## src/hw/rtl/dsg_pkg.sv

```systemverilog
`timescale 1ns / 1ps
`default_nettype none

package dsg_pkg;

  // Storage layout: text characters first, header bytes behind them.
  localparam int unsigned MemDepth = 59;
  localparam int unsigned AddrW    = $clog2(MemDepth);

  typedef logic [AddrW-1:0] addr_t;

  localparam addr_t      HdrBase   = addr_t'(20);
  localparam logic [5:0] TextLen   = 6'd20;
  localparam logic [5:0] HdrLen    = 6'd39;
  localparam logic [3:0] TextSlots = 4'd8;
  localparam logic [4:0] HdrSlots  = 5'd17;

  localparam logic [7:0] Scr0        = 8'h70;
  localparam logic [7:0] Scr1        = 8'h4F;
  localparam logic [7:0] Scr2        = 8'h93;
  localparam logic [7:0] FillByte    = 8'h66;
  localparam logic [7:0] HdrFlag     = 8'h40;
  localparam logic [7:0] TextSegMark = 8'h40;
  localparam logic [7:0] HdrMark     = 8'h55;
  localparam logic [7:0] HdrTailMark = 8'h51;
  localparam logic [15:0] CrcInit    = 16'hFFFF;
  localparam logic [15:0] CrcPoly    = 16'h8408;

  typedef enum logic [2:0] {
    ACT_WR_TEXT  = 3'd0,
    ACT_WR_HDR   = 3'd1,
    ACT_BEG_TEXT = 3'd2,
    ACT_BEG_HDR  = 3'd3,
    ACT_REWIND   = 3'd4,
    ACT_GET      = 3'd5
  } action_e;

  typedef enum logic [2:0] {
    ST_IDLE,
    ST_WALK,
    ST_GET,
    ST_LAST,
    ST_OUT
  } state_e;

  typedef struct packed {
    logic [2:0] action;
    logic [5:0] index;
    logic [7:0] value;
    logic       finish;
  } in_t;

  typedef struct packed {
    logic [7:0] byte_first;
    logic [7:0] byte_second;
    logic [7:0] byte_third;
    logic       is_filler;
  } out_t;

  typedef struct packed {
    logic       we;
    addr_t      waddr;
    logic [7:0] wdata;
    logic       re;
    addr_t      raddr;
  } mem_req_t;

endpackage

`default_nettype wire

```

## src/hw/rtl/dstar_slow_data_generator.sv

```systemverilog
`timescale 1ns / 1ps
`default_nettype none

// Channel | Direction | Handshake             | Beat payload
// in      | input     | in_valid_i/in_stall_o  | action, index, value, finish
// out     | output    | out_valid_o/out_stall_i| three scrambled bytes, filler flag
//
// Writes, begin and rewind beats are carried out in the cycle that accepts them.
// A get beat on an active stream steps through the slot bytes in ST_GET, reading stored
// bytes from memory and taking marks and CRC bytes as constants, then passes ST_LAST and
// loads the output in ST_OUT; a filler get goes straight to ST_OUT. Arming the header
// runs the one-byte-per-cycle CRC walk over the 39 stored header bytes through the single
// memory read port. Reset clears the FSM, mode, slot and walk-counter state, not the memory.
// A stalled output holds the finished beat and only blocks the next get at its last step.
module dstar_slow_data_generator (
  input  wire logic          clk_i,
  input  wire logic          rst_ni,
  input  wire logic          in_valid_i,
  output logic               in_stall_o,
  input  wire dsg_pkg::in_t  in_data_i,
  output logic               out_valid_o,
  input  wire logic          out_stall_i,
  output dsg_pkg::out_t      out_data_o
);
  import dsg_pkg::*;

  // A read issued in one cycle is resolved in the next, when its data is out of
  // the memory. Constant bytes travel along the same pipe.
  typedef struct packed {
    logic       valid;
    logic       from_mem;
    logic [7:0] data;
    logic [1:0] k;
  } pend_t;

  typedef struct packed {
    logic       from_mem;
    logic [7:0] data;
    addr_t      addr;
  } src_t;

  state_e      state_q, state_d;
  logic        mode_q, mode_d;            // 1 = header mode
  logic        armed_q, armed_d;
  logic [3:0]  tslot_q, tslot_d;
  logic [4:0]  hslot_q, hslot_d;
  logic [5:0]  cnt_q, cnt_d;              // CRC walk position
  logic [15:0] crc_q, crc_d;              // finished header CRC
  logic [15:0] crc_work_q, crc_work_d;
  logic        gmode_q, gmode_d;
  logic [4:0]  gslot_q, gslot_d;
  logic [1:0]  k_q, k_d;
  pend_t       pend_q, pend_d;
  logic [7:0]  buf_q [3];
  logic [7:0]  buf_d [3];
  logic        filler_q, filler_d;
  logic        out_valid_q, out_valid_d;
  out_t        out_q, out_d;

  mem_req_t    mem_req;
  logic [7:0]  rdata;
  logic        in_accept;
  src_t        src;
  logic [15:0] crc_next;

  function automatic logic [15:0] crc_fold(logic [15:0] c, logic [7:0] b);
    logic [15:0] r;
    r = c ^ {8'h00, b};
    for (int i = 0; i < 8; i++) begin
      r = r[0] ? ((r >> 1) ^ CrcPoly) : (r >> 1);
    end
    return r;
  endfunction

  dsg_mem u_mem (
    .clk_i   (clk_i),
    .req_i   (mem_req),
    .rdata_o (rdata)
  );

  assign in_stall_o = (state_q != ST_IDLE);
  assign in_accept  = in_valid_i && !in_stall_o;

  // Where byte k of the current slot comes from. A slot is half of a six-byte
  // group, so the group is the slot over two and the odd slot starts at offset 3.
  always_comb begin
    logic [2:0] off;
    logic [3:0] grp;
    logic [5:0] lin;
    off = (gslot_q[0] ? 3'd3 : 3'd0) + {1'b0, k_q};
    grp = gslot_q[4:1];
    lin = {grp, 2'b00} + {2'b00, grp} + {3'b000, off} - 6'd1;
    src = '{from_mem: 1'b0, data: FillByte, addr: '0};
    if (!gmode_q) begin
      if (off == 3'd0) begin
        src.data = TextSegMark + {4'h0, grp};
      end else begin
        src.from_mem = 1'b1;
        src.addr     = addr_t'(lin);
      end
    end else if (gslot_q == HdrSlots - 5'd1) begin
      // The tail slot: tail mark, CRC high byte, then a filler byte.
      case (k_q)
        2'd0:    src.data = HdrTailMark;
        2'd1:    src.data = crc_q[15:8];
        default: src.data = FillByte;
      endcase
    end else if (off == 3'd0) begin
      src.data = HdrMark;
    end else if (lin < HdrLen) begin
      src.from_mem = 1'b1;
      src.addr     = HdrBase + addr_t'(lin);
    end else begin
      src.data = crc_q[7:0];
    end
  end

  assign crc_next = crc_fold(crc_work_q, (cnt_q == 6'd1) ? HdrFlag : rdata);

  always_comb begin
    state_d     = state_q;
    mode_d      = mode_q;
    armed_d     = armed_q;
    tslot_d     = tslot_q;
    hslot_d     = hslot_q;
    cnt_d       = cnt_q;
    crc_d       = crc_q;
    crc_work_d  = crc_work_q;
    gmode_d     = gmode_q;
    gslot_d     = gslot_q;
    k_d         = k_q;
    pend_d      = pend_q;
    pend_d.valid = 1'b0;
    buf_d       = buf_q;
    filler_d    = filler_q;
    out_valid_d = out_valid_q && out_stall_i;
    out_d       = out_q;
    mem_req     = '{we: 1'b0, waddr: '0, wdata: in_data_i.value, re: 1'b0, raddr: '0};

    if (pend_q.valid) begin
      buf_d[pend_q.k] = pend_q.from_mem ? rdata : pend_q.data;
    end

    unique case (state_q)
      ST_IDLE: begin
        if (in_accept) begin
          case (in_data_i.action)
            ACT_WR_TEXT: begin
              if (in_data_i.index < TextLen) begin
                mem_req.we    = 1'b1;
                mem_req.waddr = addr_t'(in_data_i.index);
              end
              if (in_data_i.finish) begin
                tslot_d = '0;
              end
            end
            ACT_WR_HDR: begin
              if (in_data_i.index < HdrLen) begin
                mem_req.we    = 1'b1;
                mem_req.waddr = HdrBase + addr_t'(in_data_i.index);
              end
              if (in_data_i.finish) begin
                cnt_d      = '0;
                crc_work_d = CrcInit;
                state_d    = ST_WALK;
              end
            end
            ACT_BEG_TEXT: begin
              mode_d  = 1'b0;
              tslot_d = '0;
            end
            ACT_BEG_HDR: begin
              mode_d  = 1'b1;
              hslot_d = '0;
            end
            ACT_REWIND: begin
              if (mode_q) begin
                hslot_d = '0;
              end else begin
                tslot_d = '0;
              end
            end
            ACT_GET: begin
              k_d      = '0;
              filler_d = 1'b0;
              if (!mode_q && tslot_q < TextSlots) begin
                gmode_d = 1'b0;
                gslot_d = {1'b0, tslot_q};
                tslot_d = tslot_q + 4'd1;
                state_d = ST_GET;
              end else if (mode_q && armed_q && hslot_q < HdrSlots) begin
                gmode_d = 1'b1;
                gslot_d = hslot_q;
                hslot_d = hslot_q + 5'd1;
                state_d = ST_GET;
              end else begin
                buf_d    = '{FillByte, FillByte, FillByte};
                filler_d = 1'b1;
                state_d  = ST_OUT;
              end
            end
            default: ;
          endcase
        end
      end
      ST_WALK: begin
        // The first cycle forces the flag byte into storage; the walk itself
        // folds the flag constant for byte 0, so the same-cycle read is harmless.
        if (cnt_q == 6'd0) begin
          mem_req.we    = 1'b1;
          mem_req.waddr = HdrBase;
          mem_req.wdata = HdrFlag;
        end
        if (cnt_q < HdrLen) begin
          mem_req.re    = 1'b1;
          mem_req.raddr = HdrBase + addr_t'(cnt_q);
          cnt_d         = cnt_q + 6'd1;
        end
        if (cnt_q != 6'd0) begin
          crc_work_d = crc_next;
        end
        if (cnt_q == HdrLen) begin
          crc_d   = ~crc_next;
          armed_d = 1'b1;
          state_d = ST_IDLE;
        end
      end
      ST_GET: begin
        mem_req.re    = src.from_mem;
        mem_req.raddr = src.addr;
        pend_d        = '{valid: 1'b1, from_mem: src.from_mem, data: src.data, k: k_q};
        k_d           = k_q + 2'd1;
        if (k_q == 2'd2) begin
          state_d = ST_LAST;
        end
      end
      ST_LAST: begin
        state_d = ST_OUT;
      end
      ST_OUT: begin
        if (!out_valid_q || !out_stall_i) begin
          out_valid_d = 1'b1;
          out_d = '{byte_first:  buf_q[0] ^ Scr0,
                    byte_second: buf_q[1] ^ Scr1,
                    byte_third:  buf_q[2] ^ Scr2,
                    is_filler:   filler_q};
          state_d = ST_IDLE;
        end
      end
      default: state_d = ST_IDLE;
    endcase
  end

  always_ff @(posedge clk_i or negedge rst_ni) begin
    if (!rst_ni) begin
      state_q     <= ST_IDLE;
      mode_q      <= 1'b0;
      armed_q     <= 1'b0;
      tslot_q     <= TextSlots;
      hslot_q     <= HdrSlots;
      cnt_q       <= '0;
      crc_q       <= '0;
      k_q         <= '0;
      pend_q      <= '0;
      out_valid_q <= 1'b0;
    end else begin
      state_q     <= state_d;
      mode_q      <= mode_d;
      armed_q     <= armed_d;
      tslot_q     <= tslot_d;
      hslot_q     <= hslot_d;
      cnt_q       <= cnt_d;
      crc_q       <= crc_d;
      k_q         <= k_d;
      pend_q      <= pend_d;
      out_valid_q <= out_valid_d;
    end
  end

  always_ff @(posedge clk_i) begin
    crc_work_q <= crc_work_d;
    gmode_q    <= gmode_d;
    gslot_q    <= gslot_d;
    buf_q      <= buf_d;
    filler_q   <= filler_d;
    out_q      <= out_d;
  end

  assign out_valid_o = out_valid_q;
  assign out_data_o  = out_q;

  // The header only becomes valid at the end of a CRC walk.
  a_arm_after_walk: assert property (@(posedge clk_i) disable iff (!rst_ni)
    $rose(armed_q) |-> $past(state_q == ST_WALK))
    else $error("header armed outside the CRC walk");

  a_walk_bound: assert property (@(posedge clk_i) disable iff (!rst_ni)
    cnt_q <= HdrLen)
    else $error("CRC walk ran past the header");

  a_slot_bound: assert property (@(posedge clk_i) disable iff (!rst_ni)
    tslot_q <= TextSlots && hslot_q <= HdrSlots)
    else $error("slot counter beyond its exhausted value");

  a_read_only_busy: assert property (@(posedge clk_i) disable iff (!rst_ni)
    mem_req.re |-> (state_q == ST_WALK || state_q == ST_GET))
    else $error("memory read outside walk or get");

  a_write_source: assert property (@(posedge clk_i) disable iff (!rst_ni)
    mem_req.we |-> (in_accept || (state_q == ST_WALK && cnt_q == 6'd0)))
    else $error("memory write without a write beat or arming");

  a_get_result: assert property (@(posedge clk_i) disable iff (!rst_ni)
    (state_q == ST_GET && k_q == 2'd2) |=> ##1 (state_q == ST_OUT))
    else $error("get sequence lost its output step");

endmodule

`default_nettype wire

```

## src/hw/rtl/dsg_mem.sv

```systemverilog
`timescale 1ns / 1ps
`default_nettype none

// Single-port-write, single-port-read byte store with a registered read.
module dsg_mem (
  input  wire logic              clk_i,
  input  wire dsg_pkg::mem_req_t req_i,
  output logic [7:0]             rdata_o
);
  import dsg_pkg::*;

  logic [7:0] mem_q [MemDepth];
  logic [7:0] rdata_q;

  always_ff @(posedge clk_i) begin
    if (req_i.we) begin
      mem_q[req_i.waddr] <= req_i.wdata;
    end
    if (req_i.re) begin
      rdata_q <= mem_q[req_i.raddr];
    end
  end

  assign rdata_o = rdata_q;

endmodule

`default_nettype wire
```

## config.mk

```make
export PLATFORM = sky130hd
export DESIGN_NAME = dstar_slow_data_generator
export DESIGN_NICKNAME = d
export VERILOG_FILES = /design/src/hw/rtl/dsg_pkg.sv /design/src/hw/rtl/dstar_slow_data_generator.sv /design/src/hw/rtl/dsg_mem.sv
export SDC_FILE = /design/constraint.sdc
export NUM_CORES = 1
export LEC_CHECK = 0
export BUFFER_PORTS_ARGS = -buffer_cell sky130_fd_sc_hd__buf_4
export CAP_MARGIN = 20
export CORE_MARGIN = 4
export CORE_UTILIZATION = 50
export CTS_CLUSTER_SIZE = 12
export DETAILED_ROUTE_END_ITERATION = 8
export GPL_ROUTABILITY_DRIVEN = 0
export PLACE_DENSITY_LB_ADDON = 0.3
export SYNTH_ARGS = -nofsm -noshare
export SYNTH_HDL_FRONTEND = slang
export SYNTH_SLANG_ARGS = --single-unit
```

## constraint.sdc

```tcl
create_clock -name clk_i -period 5.7 [get_ports clk_i]
set_clock_uncertainty 0.2 [all_clocks]
set_input_delay 0.855 -clock clk_i [delete_from_list [all_inputs] [get_ports clk_i]]
set_output_delay 0.855 -clock clk_i [all_outputs]
set_load 0.01 [all_outputs]
```

Word level (Yosys, flattened, before mapping)
Memory sizes are Yosys's and may differ from the RTL's. A register that Yosys moved wholly into a read port is not among the register bits.
Index checks and enable logic that the tools add are counted.
{ "op_classes": {"eq_ne": 31, "muxes": 83, "bitwise_logic": 14, "magnitude_cmp": 8, "add_sub_neg": 12, "div_mod_pow": 0, "reduce_logical": 35, "multipliers": 0, "n_shift": 0} }
{ "ops": {"columns": ["op", "n"], "rows": [
  ["16-bit 2-to-1 mux", 12],
  ["24-bit 2-to-1 mux", 6],
  ["8-bit 2-to-1 mux", 8],
  ["6-bit 2-to-1 mux", 8],
  ["7-bit one-hot mux with 2 select lines", 3],
  ["16-bit one-hot mux with 2 select lines", 1],
  ["15-bit 2-to-1 mux", 2],
  ["7-bit 2-to-1 mux", 4],
  ["2-bit NOT with 3-bit output", 9],
  ["2-bit != test (second input constant)", 13],
  ["24-bit bitwise mux", 1],
  ["3-bit 2-to-1 mux", 7],
  ["5-bit 2-to-1 mux", 4],
  ["5-bit by 6-bit adder with 6-bit output (first input constant)", 3],
  ["6-bit less-than comparator (second input constant)", 3],
  ["6-bit AND reduction", 3],
  ["8-bit demux with 2-bit select", 1],
  ["4-bit 2-to-1 mux", 4],
  ["16-bit NOT", 1],
  ["4-bit one-hot mux with 4 select lines", 1],
  ["8-bit one-hot mux with 2 select lines", 1],
  ["16-bit by 8-bit bitwise XOR with 16-bit output", 1],
  ["3-bit one-hot mux with 5 select lines", 1],
  ["5-bit one-hot mux with 3 select lines", 1],
  ["other kinds (49)", 85]
]} }
{ "word_totals": {"word_cells": 209, "romBits": 0, "in_bits": 22, "mem_count": 1, "latch_bits": 0, "ramBits": 472, "regBits": 123} }
{ "memory_table": {"columns": ["name", "words", "word_bits", "read_ports", "rd_clocked_by_memory_dff", "wr", "line_no", "rtl"], "rows": [
  ["u_mem.mem_q", 59, 8, 1, 1, 1, "dsg_mem.sv:12", "logic [7:0] mem_q [MemDepth];"]
]} }

Longest topological paths before layout
Gate-level depths: netlist of run 1.
{ "depth": {"depth_word": 21, "mapped_depth": 22} }

By module
From an unflattened synthesis of run 1, not the netlist that was laid out.
{ "hier_totals": {"cells_unflattened": 1448, "area_unflattened_um2": 24990.2} }
{ "modules_own_cells": {"columns": ["mod", "area_each_um2", "instances", "cells_per_inst"], "rows": [
  ["dsg_mem", 18709.2, 1, 858],
  ["dstar_slow_data_generator", 6281.0, 1, 590]
]} }

Worst setup path after synthesis of run 1
OpenSTA, ideal clock, no wires.
{ "synth_path": {"kind": "flip-flop to flip-flop", "start": "register gslot_q[0]", "end": "register u_mem.rdata_q[2] (netlist: u_mem.rdata_o[2]) (read register of u_mem.mem_q), data pin", "n_path_buf": 3, "setup_slack_ns": 0.075, "path_stages_with_launch": 23, "t_required_ns": 5.229, "setup_time_ns": 0.271, "arrival_ns": 5.154, "period_less_slack_ns": 5.625, "cell_sequence": "edfxtp_1 -> ha_1 -> fa_1 -> inv_1 -> ha_1 -> fa_1 -> inv_1 -> ha_1 -> fa_1 -> inv_1 -> ha_1 -> a311o_1 -> o21ai_0 -> o211ai_1 -> nand2_1 -> clkbuf_1 -> buf_2 -> buf_1 -> nand3_1 -> a21oi_1 -> a31oi_1 -> a31oi_1 -> o221ai_1"} }
{ "synth_via": {"elab_chain_cells": 10, "word_cells_on_any_way": 18} }
{ "synth_lines": {"columns": ["item", "line_no", "rtl"], "rows": [
  ["start, declared", "dstar_slow_data_generator.sv:51", "logic [4:0] gslot_q, gslot_d;"],
  ["start signal, assigned", "dstar_slow_data_generator.sv:283", "gslot_q <= gslot_d;"],
  ["2-bit 2-to-1 mux", "dstar_slow_data_generator.sv:90", "off = (gslot_q[0] ? 3'd3 : 3'd0) + {1'b0, k_q};"],
  ["2-bit by 2-bit adder with 3-bit output", "dstar_slow_data_generator.sv:90", null],
  ["6-bit by 3-bit adder with 6-bit output", "dstar_slow_data_generator.sv:92", "lin = {grp, 2'b00} + {2'b00, grp} + {3'b000, off} - 6'd1;"],
  ["6-bit by 1-bit subtractor with 6-bit output", "dstar_slow_data_generator.sv:92", null],
  ["5-bit by 6-bit adder with 6-bit output or 6-bit less-than comparator (tied branches)", "dstar_slow_data_generator.sv:112, dstar_slow_data_generator.sv:110", null],
  ["6-bit 2-to-1 mux or 1-bit 2-to-1 mux (tied branches)", "dstar_slow_data_generator.sv:110", "end else if (lin < HdrLen) begin"],
  ["6-bit 2-to-1 mux or 1-bit 2-to-1 mux (tied branches)", "dstar_slow_data_generator.sv:108", "end else if (off == 3'd0) begin"],
  ["6-bit 2-to-1 mux or 1-bit 2-to-1 mux (tied branches)", "dstar_slow_data_generator.sv:101", "end else if (gslot_q == HdrSlots - 5'd1) begin"],
  ["15-bit 2-to-1 mux *", "dstar_slow_data_generator.sv:94", "if (!gmode_q) begin"],
  ["7-bit one-hot mux with 2 select lines *", "dstar_slow_data_generator.sv:144", "unique case (state_q)"],
  ["end, declared", "dsg_mem.sv:13", "logic [7:0] rdata_q;"]
]} }
Every way passes the cells marked *; elsewhere a longest branch is shown, timed or not.
A chain may end at the register's enable or synchronous reset.

Worst setup path after layout of run 1
{ "layout_path": {"start": "register gslot_q[0]", "end": "register u_mem.rdata_q[6] (netlist: u_mem.rdata_o[6]) (read register of u_mem.mem_q), data pin"} }
The elaborated chain is that of the path after synthesis.

==> impl_table.tex, run 1 <==
\begin{tabular}{lr}
\hline
Metric & Value \\
\hline
\multicolumn{2}{l}{\textbf{Run status}} \\
\quad Outcome & finished with violations \\
\quad Violations in the final reports & negative setup slack \\
\multicolumn{2}{l}{\textbf{Place}} \\
\quad Port Buffers & 48 \\
\quad Worst Setup Slack post-DPL & -0.3604 ns \\
\quad Inst Count DP & 2731 \\
\quad Detailed-placement wirelength estimate & 43390 µm \\
\multicolumn{2}{l}{\textbf{Cells and area}} \\
\quad Number of fill cells in the layout & 3795 \\
\quad Area delta synth->final & 18.39\% \\
\quad Share of post-route cells with drive strength above 1 & 0.1852 \\
\quad Finished Layout Cells & 2870 \\
\quad Area of the multi-input gates & 7660 µm² \\
\quad Final net count & 2210 \\
\quad Footprint of the flip-flops and latches & between 15000 and 20000 µm² \\
\quad Number of antenna cells inserted & 0 \\
\quad Utilization after layout & 0.5978 \\
\multicolumn{2}{l}{\textbf{Floorplanning}} \\
\quad Placeable core region & approximately 50000 µm² \\
\quad Boundary Pins & 49 \\
\quad Height of the chip & 233.1 µm \\
\quad Width of the die & 233.1 µm \\
\quad Core Rows & 82 \\
\quad Starting Density & 0.5050 \\
\quad Total die area & 54340 µm² \\
\multicolumn{2}{l}{\textbf{Critical path}} \\
\quad Crit Path Class & reg2reg \\
\quad Max FO, Critical Path & 8 \\
\quad Worst reg-to-reg path cell count & 22 \\
\quad CP Data Required Time & 5.99 ns \\
\quad Reg2Reg Capture Point & u\_mem.rdata\_o[6] \\
\quad Worst Setup End Kind & flip-flop \\
\quad Internal reg-to-reg setup slack & -0.009 ns \\
\quad Crit path DAT & 6.00 ns \\
\quad R2r startpoint & gslot\_q[0] \\
\quad Startpoint type of the worst setup path & flip-flop \\
\multicolumn{2}{l}{\textbf{Route}} \\
\quad Vias post-DR & 17449 \\
\quad Detailed-route wire length & 68130 µm \\
\quad Drt drc & 0 \\
\quad Routed wire length per instance & 23.74 µm \\
\quad Initial DRC count & 2164 \\
\quad Vias per inst & 6.080 \\
\quad Router iterations before antenna repair & 6 \\
\quad Number of nets with antenna violations after routing & 0 \\
\multicolumn{2}{l}{\textbf{Timing}} \\
\quad Setup TNS & -0.008507 ns \\
\quad Unrepaired setup endpoints after global routing & yes \\
\quad Count of final setup violators & 1 \\
\quad Number of slew-limit violations in the final report & 0 \\
\quad Final setup slack of the worst path & -0.008507 ns \\
\quad Max-slew headroom & 0.2672 \\
\quad Highest clock frequency the design can meet & approximately 180 MHz \\
\quad Slew at the pin closest to its max-slew limit & 1.099 ns \\
\quad Time the worst path needs with I/O delays and setup & 5.709 ns \\
\quad Share of the clock period used by the worst path after layout & 1.001 \\
\quad Worst hold-check slack & 0.08965 ns \\
\quad Final hold viol count & 0 \\
\multicolumn{2}{l}{\textbf{Yosys}} \\
\quad Post-Syn Area per Cell & 12.67 µm² \\
\quad Portion of synthesized cell area occupied by the leading cell type & 0.6258 \\
\quad Dominant combinational cell family by area after synthesis & simple AND/OR/NAND/NOR gates \\
\quad Library cells used by synthesis & 78 \\
\quad Count leader, synth & sky130\_fd\_sc\_hd\_\_edfxtp\_1 \\
\quad Leading post-synthesis cells by cell area & sky130\_fd\_sc\_hd\_\_edfxtp\_1 63\%, sky130\_fd\_sc\_hd\_\_nand2\_1 6.2\%, sky130\_fd\_sc\_hd\_\_dfrtp\_1 4.7\%, sky130\_fd\_sc\_hd\_\_nand3\_1 2.2\%, sky130\_fd\_sc\_hd\_\_dfxtp\_1 1.9\% \\
\quad Adder-cell share of the synthesized area & 0.01570 \\
\quad Xor/xnor share of the synthesized area & 0.01264 \\
\quad Cell area after synthesis & between 20000 and 30000 µm² \\
\quad Leading register cell type out of synthesis & sky130\_fd\_sc\_hd\_\_edfxtp\_1 \\
\quad Compound-gate portion of the synthesized area & 0.09037 \\
\quad Proportion of synthesized area in mux cells & 0.02445 \\
\quad Number of nets in the synthesized netlist & 2051 \\
\quad Top cell type by total area after synthesis & sky130\_fd\_sc\_hd\_\_edfxtp\_1 \\
\quad Synthesis Warnings & 0 \\
\quad Syn Inst Count & 1999 \\
\quad Number of enable flip-flop cells after synthesis & 528 \\
\quad Area fraction in and, or, nand and nor cells after synthesis & 0.1384 \\
\quad Register bit total from synthesis & 603 \\
\quad Post-synth top cells & 528 x sky130\_fd\_sc\_hd\_\_edfxtp\_1, 420 x sky130\_fd\_sc\_hd\_\_nand2\_1, 124 x sky130\_fd\_sc\_hd\_\_nor2\_1, 113 x sky130\_fd\_sc\_hd\_\_nand3\_1, 58 x sky130\_fd\_sc\_hd\_\_o21ai\_0 \\
\quad Fraction of registers with async set/reset & 0.08458 \\
\quad Seq/Total Area, Yosys & 0.6953 \\
\multicolumn{2}{l}{\textbf{Min path}} \\
\quad Min-Delay Path Class & in2async \\
\multicolumn{2}{l}{\textbf{GRT}} \\
\quad Antenna violations before repair & 0 \\
\quad Number of global-route vias before repair & 17177 \\
\quad Final global-route overflow total & 0 \\
\quad Total routing usage reported by global routing & 0.2464 \\
\quad Global-route wire length before repair & just over 100000 µm \\
\quad Maximum number of pins on one net before global-route repair & 60 \\
\multicolumn{2}{l}{\textbf{Job}} \\
\quad Maximum Capacitance Violations & 0 \\
\multicolumn{2}{l}{\textbf{Clocking}} \\
\quad Clock-pin slew on the worst setup and hold paths & about 0.060 ns \\
\quad Number of clock sinks & roughly 600 \\
\quad CTS Buffer Depth & 3 \\
\quad TritonCTS clock tree & done \\
\quad Clock root cell & sky130\_fd\_sc\_hd\_\_clkbuf\_16 \\
\quad Number of buffers created by CTS & 60 \\
\quad H-tree lvl count & 2 \\
\quad Clock Latency Late Sink & 0.62 ns \\
\multicolumn{2}{l}{\textbf{Power and ir drop}} \\
\quad Leakage power summed over all cells & 10.71 nW \\
\quad Worst IR Drop VDD & roughly 0.00028 V \\
\quad Total power density per cell area & 502.5 nW/µm² \\
\hline
\end{tabular}
## layout make-up
type	count	area share
clock buffer	90	0.05690
timing repair buffer	197	0.06307
inverter	43	0.005423
clock inverter	12	0.003880
multi-input combinational	1253	0.2554
sequential	603	0.5873
tap	672	0.02803
## worst max-delay path by stage
| stage | startpoint | to | slack, ns |
|---|---|---|---|
| CTS | gslot_q[0] | u_mem.rdata_o[6] | 0.001 |
| detailed placement | gslot_q[0] | u_mem.rdata_o[1] | -0.36 |
| finish | gslot_q[0] | u_mem.rdata_o[6] | -0.009 |
| floorplan | gslot_q[0] | u_mem.rdata_o[2] | 0.07 |
| global placement | gslot_q[0] | u_mem.rdata_o[1] | -0.36 |
| global route | gslot_q[0] | u_mem.rdata_o[6] | -0.14 |
## critical path, cell delays in order, from the launching register on
cell                       delay [ns]
sky130_fd_sc_hd__edfxtp_1        0.41
sky130_fd_sc_hd__ha_2            0.20
sky130_fd_sc_hd__fa_1            0.55
sky130_fd_sc_hd__inv_2           0.05
sky130_fd_sc_hd__ha_2            0.17
sky130_fd_sc_hd__fa_1            0.53
sky130_fd_sc_hd__inv_2           0.05
sky130_fd_sc_hd__ha_4            0.16
sky130_fd_sc_hd__fa_1            0.52
sky130_fd_sc_hd__inv_1           0.05
sky130_fd_sc_hd__ha_2            0.17
sky130_fd_sc_hd__a311o_1         0.38
sky130_fd_sc_hd__buf_4           0.15
sky130_fd_sc_hd__a21boi_4        0.16
sky130_fd_sc_hd__o21ai_4         0.22
sky130_fd_sc_hd__buf_6           0.13
sky130_fd_sc_hd__buf_12          0.14
sky130_fd_sc_hd__mux2i_2         0.09
sky130_fd_sc_hd__a32o_2          0.25
sky130_fd_sc_hd__a221oi_2        0.23
sky130_fd_sc_hd__o211ai_1        0.13
sky130_fd_sc_hd__or4_4           0.55
sky130_fd_sc_hd__nand3_2         0.08
## layout by cell type (no fill, tap or decap), types with 38 or more instances in the layout
cell and count:
sky130_fd_sc_hd__buf_4 161, sky130_fd_sc_hd__a211oi_1 46, sky130_fd_sc_hd__o21ai_0 46, sky130_fd_sc_hd__nand3_1 109, sky130_fd_sc_hd__clkbuf_16 64, sky130_fd_sc_hd__nand2_1 414, sky130_fd_sc_hd__edfxtp_1 528, sky130_fd_sc_hd__dfrtp_1 48
sky130_fd_sc_hd__mux2i_1 38, sky130_fd_sc_hd__nor2_1 122, sky130_fd_sc_hd__inv_1 40, sky130_fd_sc_hd__a31oi_1 49
## registers in the layout, summed over array words and instances, names as in the netlist, 4 cells and up
signal,count
buf_q,24
cnt_q,6
crc_q,16
crc_work_q,16
gslot_q,5
hslot_q,5
out_data_o,25
pend_q,12
tslot_q,4
u_mem.mem_q,472
u_mem.rdata_o,8
## metal layers
metal,vias up,GRT usage,part of all wire
met3,174,0.04146,0.097
met1,8589,0.3243,0.38
met5,-,0,0
met4,0,0.1050,0.040
li1,7725,-,-
met2,961,0.4073,0.48
## where the power goes
part / internal, W / total, W / switching, W
sequential: 0.00522 / 0.00547 / 0.000248
clock: 0.00213 / 0.00374 / 0.00160
combinational: 0.00241 / 0.00586 / 0.00345
total: 0.00977 / 0.0151 / 0.00530
## cell families after synthesis
logic type               after synthesis
adder cells (fa/ha/maj)               30
buffers and inverters                143
flip-flops                           603
AO/OA/AOI/OAI                        328
AND/OR/NAND/NOR                      800
XOR/XNOR                              35
multiplexers                          60
## timing repair
item,CTS,global route
hold buffers,0,0
resized for setup,49,83
buffers inserted,12,22
setup endpoints to repair,8,8
gates cloned,2,2
pin swaps,18,41
## per-stage QoR
stage / instance area (µm²) / power [W]
2_1_floorplan: 25340 / 0.008496
3_3_place_gp: 27190 / 0.01035
3_5_place_dp: 27190 / 0.01048
4_1_cts: 29340 / 0.01446
5_1_grt: 29990 / 0.01571
6_report: 29990 / 0.01507
Power figures use the tool's default switching activity.
==> run 2: changes to the inputs <==
==> constraint.sdc (replaced) <==
create_clock -name clk_i -period 5.7 [get_ports clk_i]
set_clock_uncertainty 0.2 [all_clocks]
set_input_delay 0.57 -clock clk_i [delete_from_list [all_inputs] [get_ports clk_i]]
set_output_delay 0.57 -clock clk_i [all_outputs]
set_load 0.01 [all_outputs]
==> run 2 against run 1 <==
Net effect:
- power down 2.2%
- cell count fell by 0.38%
- worst setup slack improved by 0.082 ns
- register-to-register slack improved by 0.08 ns
- highest routed layer unchanged
- cell area decreased by 1.2%
- utilization shrank 0.71 points
- flip-flop and latch count stayed put
- sequential power barely moved
- largest power group unchanged
- first-iteration DRC count is 13% lower
- the flow now finishes without violations
- via count fell by 0.89%
==> impl_table.tex, run 2 (synthesized netlist as in run 1, its figures left out) <==
\begin{tabular}{lr}
\hline
Metric & Value \\
\hline
\multicolumn{2}{l}{\textbf{Floorplanning}} \\
\quad Total die area & $\sim$54000 µm² \\
\quad Boundary Pins & 49 \\
\quad Height of the chip & 233.1 µm \\
\quad Width of the die & 233.1 µm \\
\quad Starting Density & 0.5050 \\
\quad Placeable core region & 50170 µm² \\
\quad Core Rows & slightly above 80 \\
\multicolumn{2}{l}{\textbf{Critical path}} \\
\quad Max FO, Critical Path & 12 \\
\quad Crit Path Class & reg2reg \\
\quad Reg2Reg Capture Point & u\_mem.rdata\_o[4] \\
\quad Startpoint type of the worst setup path & flip-flop \\
\quad Max stage delay on crit path & 0.55 ns \\
\quad Worst-path cell chain & ha\_2, fa\_2, inv\_2, ha\_4, fa\_1, inv\_1, ha\_2, fa\_1, inv\_1, ha\_2, a311o\_1, o21ai\_1, buf\_4, o211ai\_1, buf\_4, nand2\_4, buf\_4, buf\_4, a211oi\_1, a31oi\_1, o221ai\_2, a31oi\_1, a211o\_1 \\
\quad R2r startpoint & gslot\_q[0] \\
\quad Gate family responsible for the most delay along the worst path & adder cells \\
\quad Crit path DAT & 5.81 ns \\
\quad Worst reg-to-reg path cell count & 23 \\
\quad Slowest cell on crit path & sky130\_fd\_sc\_hd\_\_fa\_2 \\
\quad CP Data Required Time & 5.88 ns \\
\quad Cell occurring most often along the worst timing path & sky130\_fd\_sc\_hd\_\_buf\_4 \\
\quad Worst path buffer plus inverter count & 7 \\
\quad Internal reg-to-reg setup slack & 0.07 ns \\
\quad Worst Setup End Kind & flip-flop \\
\multicolumn{2}{l}{\textbf{Timing}} \\
\quad Highest clock frequency the design can meet & 177.7 MHz \\
\quad Worst hold-check slack & 0.03193 ns \\
\quad Max-slew headroom & 0.2684 \\
\quad Final setup slack of the worst path & 0.07340 ns \\
\quad Final hold viol count & 0 \\
\quad Count of final setup violators & 0 \\
\quad Share of the clock period used by the worst path after layout & 0.9871 \\
\quad Time the worst path needs with I/O delays and setup & approximately 5.6 ns \\
\quad Number of slew-limit violations in the final report & 0 \\
\quad Slew at the pin closest to its max-slew limit & 1.097 ns \\
\multicolumn{2}{l}{\textbf{Cells and area}} \\
\quad Number of fill cells in the layout & between 3000 and 4000 \\
\quad Number of antenna cells inserted & 0 \\
\quad Share of post-route cells with drive strength above 1 & 0.1628 \\
\quad Most common cell after layout, fill and taps aside & sky130\_fd\_sc\_hd\_\_edfxtp\_1 \\
\quad Area of the multi-input gates & 7402 µm² \\
\quad Footprint of the flip-flops and latches & 17620 µm² \\
\quad Final design instance area without fill & 29640 µm² \\
\quad Area delta synth->final & 16.99\% \\
\quad Most frequent cells in the layout & 528 x sky130\_fd\_sc\_hd\_\_edfxtp\_1, 417 x sky130\_fd\_sc\_hd\_\_nand2\_1, 148 x sky130\_fd\_sc\_hd\_\_buf\_4 \\
\quad Register bank with the most flops & u\_mem.mem\_q \\
\quad Flip-flop count of the largest register, all copies and words added & 472 \\
\quad Final net count & 2199 \\
\multicolumn{2}{l}{\textbf{Clocking}} \\
\quad TritonCTS clock tree & done \\
\quad Number of clock sinks & 603 \\
\quad Number of buffers created by CTS & 61 \\
\quad Clock root cell & sky130\_fd\_sc\_hd\_\_clkbuf\_16 \\
\quad CTS Buffer Depth & 3 \\
\quad Clock-pin slew on the worst setup and hold paths & 0.06 ns \\
\quad H-tree lvl count & 2 \\
\quad Clock Latency Late Sink & 0.63 ns \\
\multicolumn{2}{l}{\textbf{GRT}} \\
\quad Number of global-route vias before repair & 17081 \\
\quad Antenna violations before repair & 0 \\
\quad Total routing usage reported by global routing & 0.2477 \\
\quad Maximum number of pins on one net before global-route repair & 60 \\
\quad Global-route wire length before repair & 102400 µm \\
\quad Final global-route overflow total & 0 \\
\multicolumn{2}{l}{\textbf{Run status}} \\
\quad Outcome & finished, final reports clean \\
\multicolumn{2}{l}{\textbf{Min path}} \\
\quad Endpoint of the worst hold-timing path & out\_valid\_o \\
\quad Hold Path Cell Cnt & 3 \\
\quad Worst hold start & out\_stall\_i \\
\quad Min-Delay Path Class & in2reg \\
\multicolumn{2}{l}{\textbf{Place}} \\
\quad Area post-placement & 27180 µm² \\
\quad Detailed-placement wirelength estimate & 43270 µm \\
\quad Worst Setup Slack post-DPL & -0.3626 ns \\
\quad Port Buffers & 48 \\
\multicolumn{2}{l}{\textbf{Job}} \\
\quad Maximum Capacitance Violations & 0 \\
\multicolumn{2}{l}{\textbf{Route}} \\
\quad Routed wire length per instance & 23.73 µm \\
\quad Vias post-DR & 17294 \\
\quad Drt drc & 0 \\
\quad Router iterations before antenna repair & 6 \\
\quad Initial DRC count & 1879 \\
\quad Vias per inst & 6.049 \\
\quad Number of nets with antenna violations after routing & 0 \\
\quad Detailed-route wire length & 67850 µm \\
\multicolumn{2}{l}{\textbf{Power and ir drop}} \\
\quad Leakage power summed over all cells & 10.60 nW \\
\quad Total power density per cell area & slightly below 500 nW/µm² \\
\quad Worst IR Drop VDD & 0.0003250 V \\
\hline
\end{tabular}
run 2: cell types whose count changed in the layout (fill, tap and decap cells not counted), sizes merged:
cell and delta:
clkinv +3, clkbuf -4, buf -14, clkinvlp +1, bufbuf +1, bufinv -1
inv +1, and2 +1, dlygate4sd3 +1
run 2: worst min-delay path, cell delays in order:
cell                      delay [ns]
sky130_fd_sc_hd__buf_4          0.10
sky130_fd_sc_hd__nand2_1        0.08
sky130_fd_sc_hd__nand2_1        0.06
run 2: per-layer routing:
metal	track usage	up-vias	part of all wire
met5	0	-	0
met4	0.1123	0	0.045
met3	0.04598	191	0.093
met2	0.4021	936	0.48
met1	0.3267	8452	0.38
li1	-	7715	-
run 2: timing repair:
item                                    in CTS  in global routing
hold endpoints to repair                    48                  0
pin swaps                                   20                  6
buffers inserted                            16                  3
hold buffers                                 1                  0
endpoints found under the setup margin       8                  8
gates cloned                                 6                  1
resized for setup                           55                 21
run 2: worst max path at each step:
| stage | slack, ns | to | cells after the start | startpoint |
|---|---|---|---|---|
| floorplan | 0.07 | u_mem.rdata_o[2] | 22 | gslot_q[0] |
| global placement | -0.36 | u_mem.rdata_o[1] | 22 | gslot_q[0] |
| detailed placement | -0.36 | u_mem.rdata_o[5] | 22 | gslot_q[0] |
| CTS | 0.02 | u_mem.rdata_o[1] | 22 | gslot_q[0] |
| global route | -0.02 | u_mem.rdata_o[4] | 23 | gslot_q[0] |
| finish | 0.07 | u_mem.rdata_o[4] | 23 | gslot_q[0] |
run 2: final cells by class:
cell class / instances / area share
Sequential cell: 603 / 0.5943
Multi-Input combinational cell: 1254 / 0.2497
Timing Repair Buffer: 184 / 0.06045
Clock buffer: 87 / 0.05724
Tap cell: 672 / 0.02837
Inverter: 43 / 0.005488
Clock inverter: 16 / 0.004390
run 2: metrics by stage:
stage / instances / util / total power [W] / setup TNS (ns)
after CTS: 2855 / 0.5881 / 0.01458 / 0
after detailed placement: 2729 / 0.5417 / 0.01047 / -2.349
after global placement: 2729 / 0.5417 / 0.01035 / -1.776
after global routing: 2859 / 0.5908 / 0.01537 / -0.01597
after floorplan: 1999 / - / 0.008496 / 0
final: 2859 / 0.5908 / 0.01474 / 0
run 2: where the power goes:
part	leakage (nW)	switching [W]	internal, W
logic	4.09	0.00332	0.00223
registers	5.63	0.000249	0.00522
clock network	0.880	0.00162	0.00210
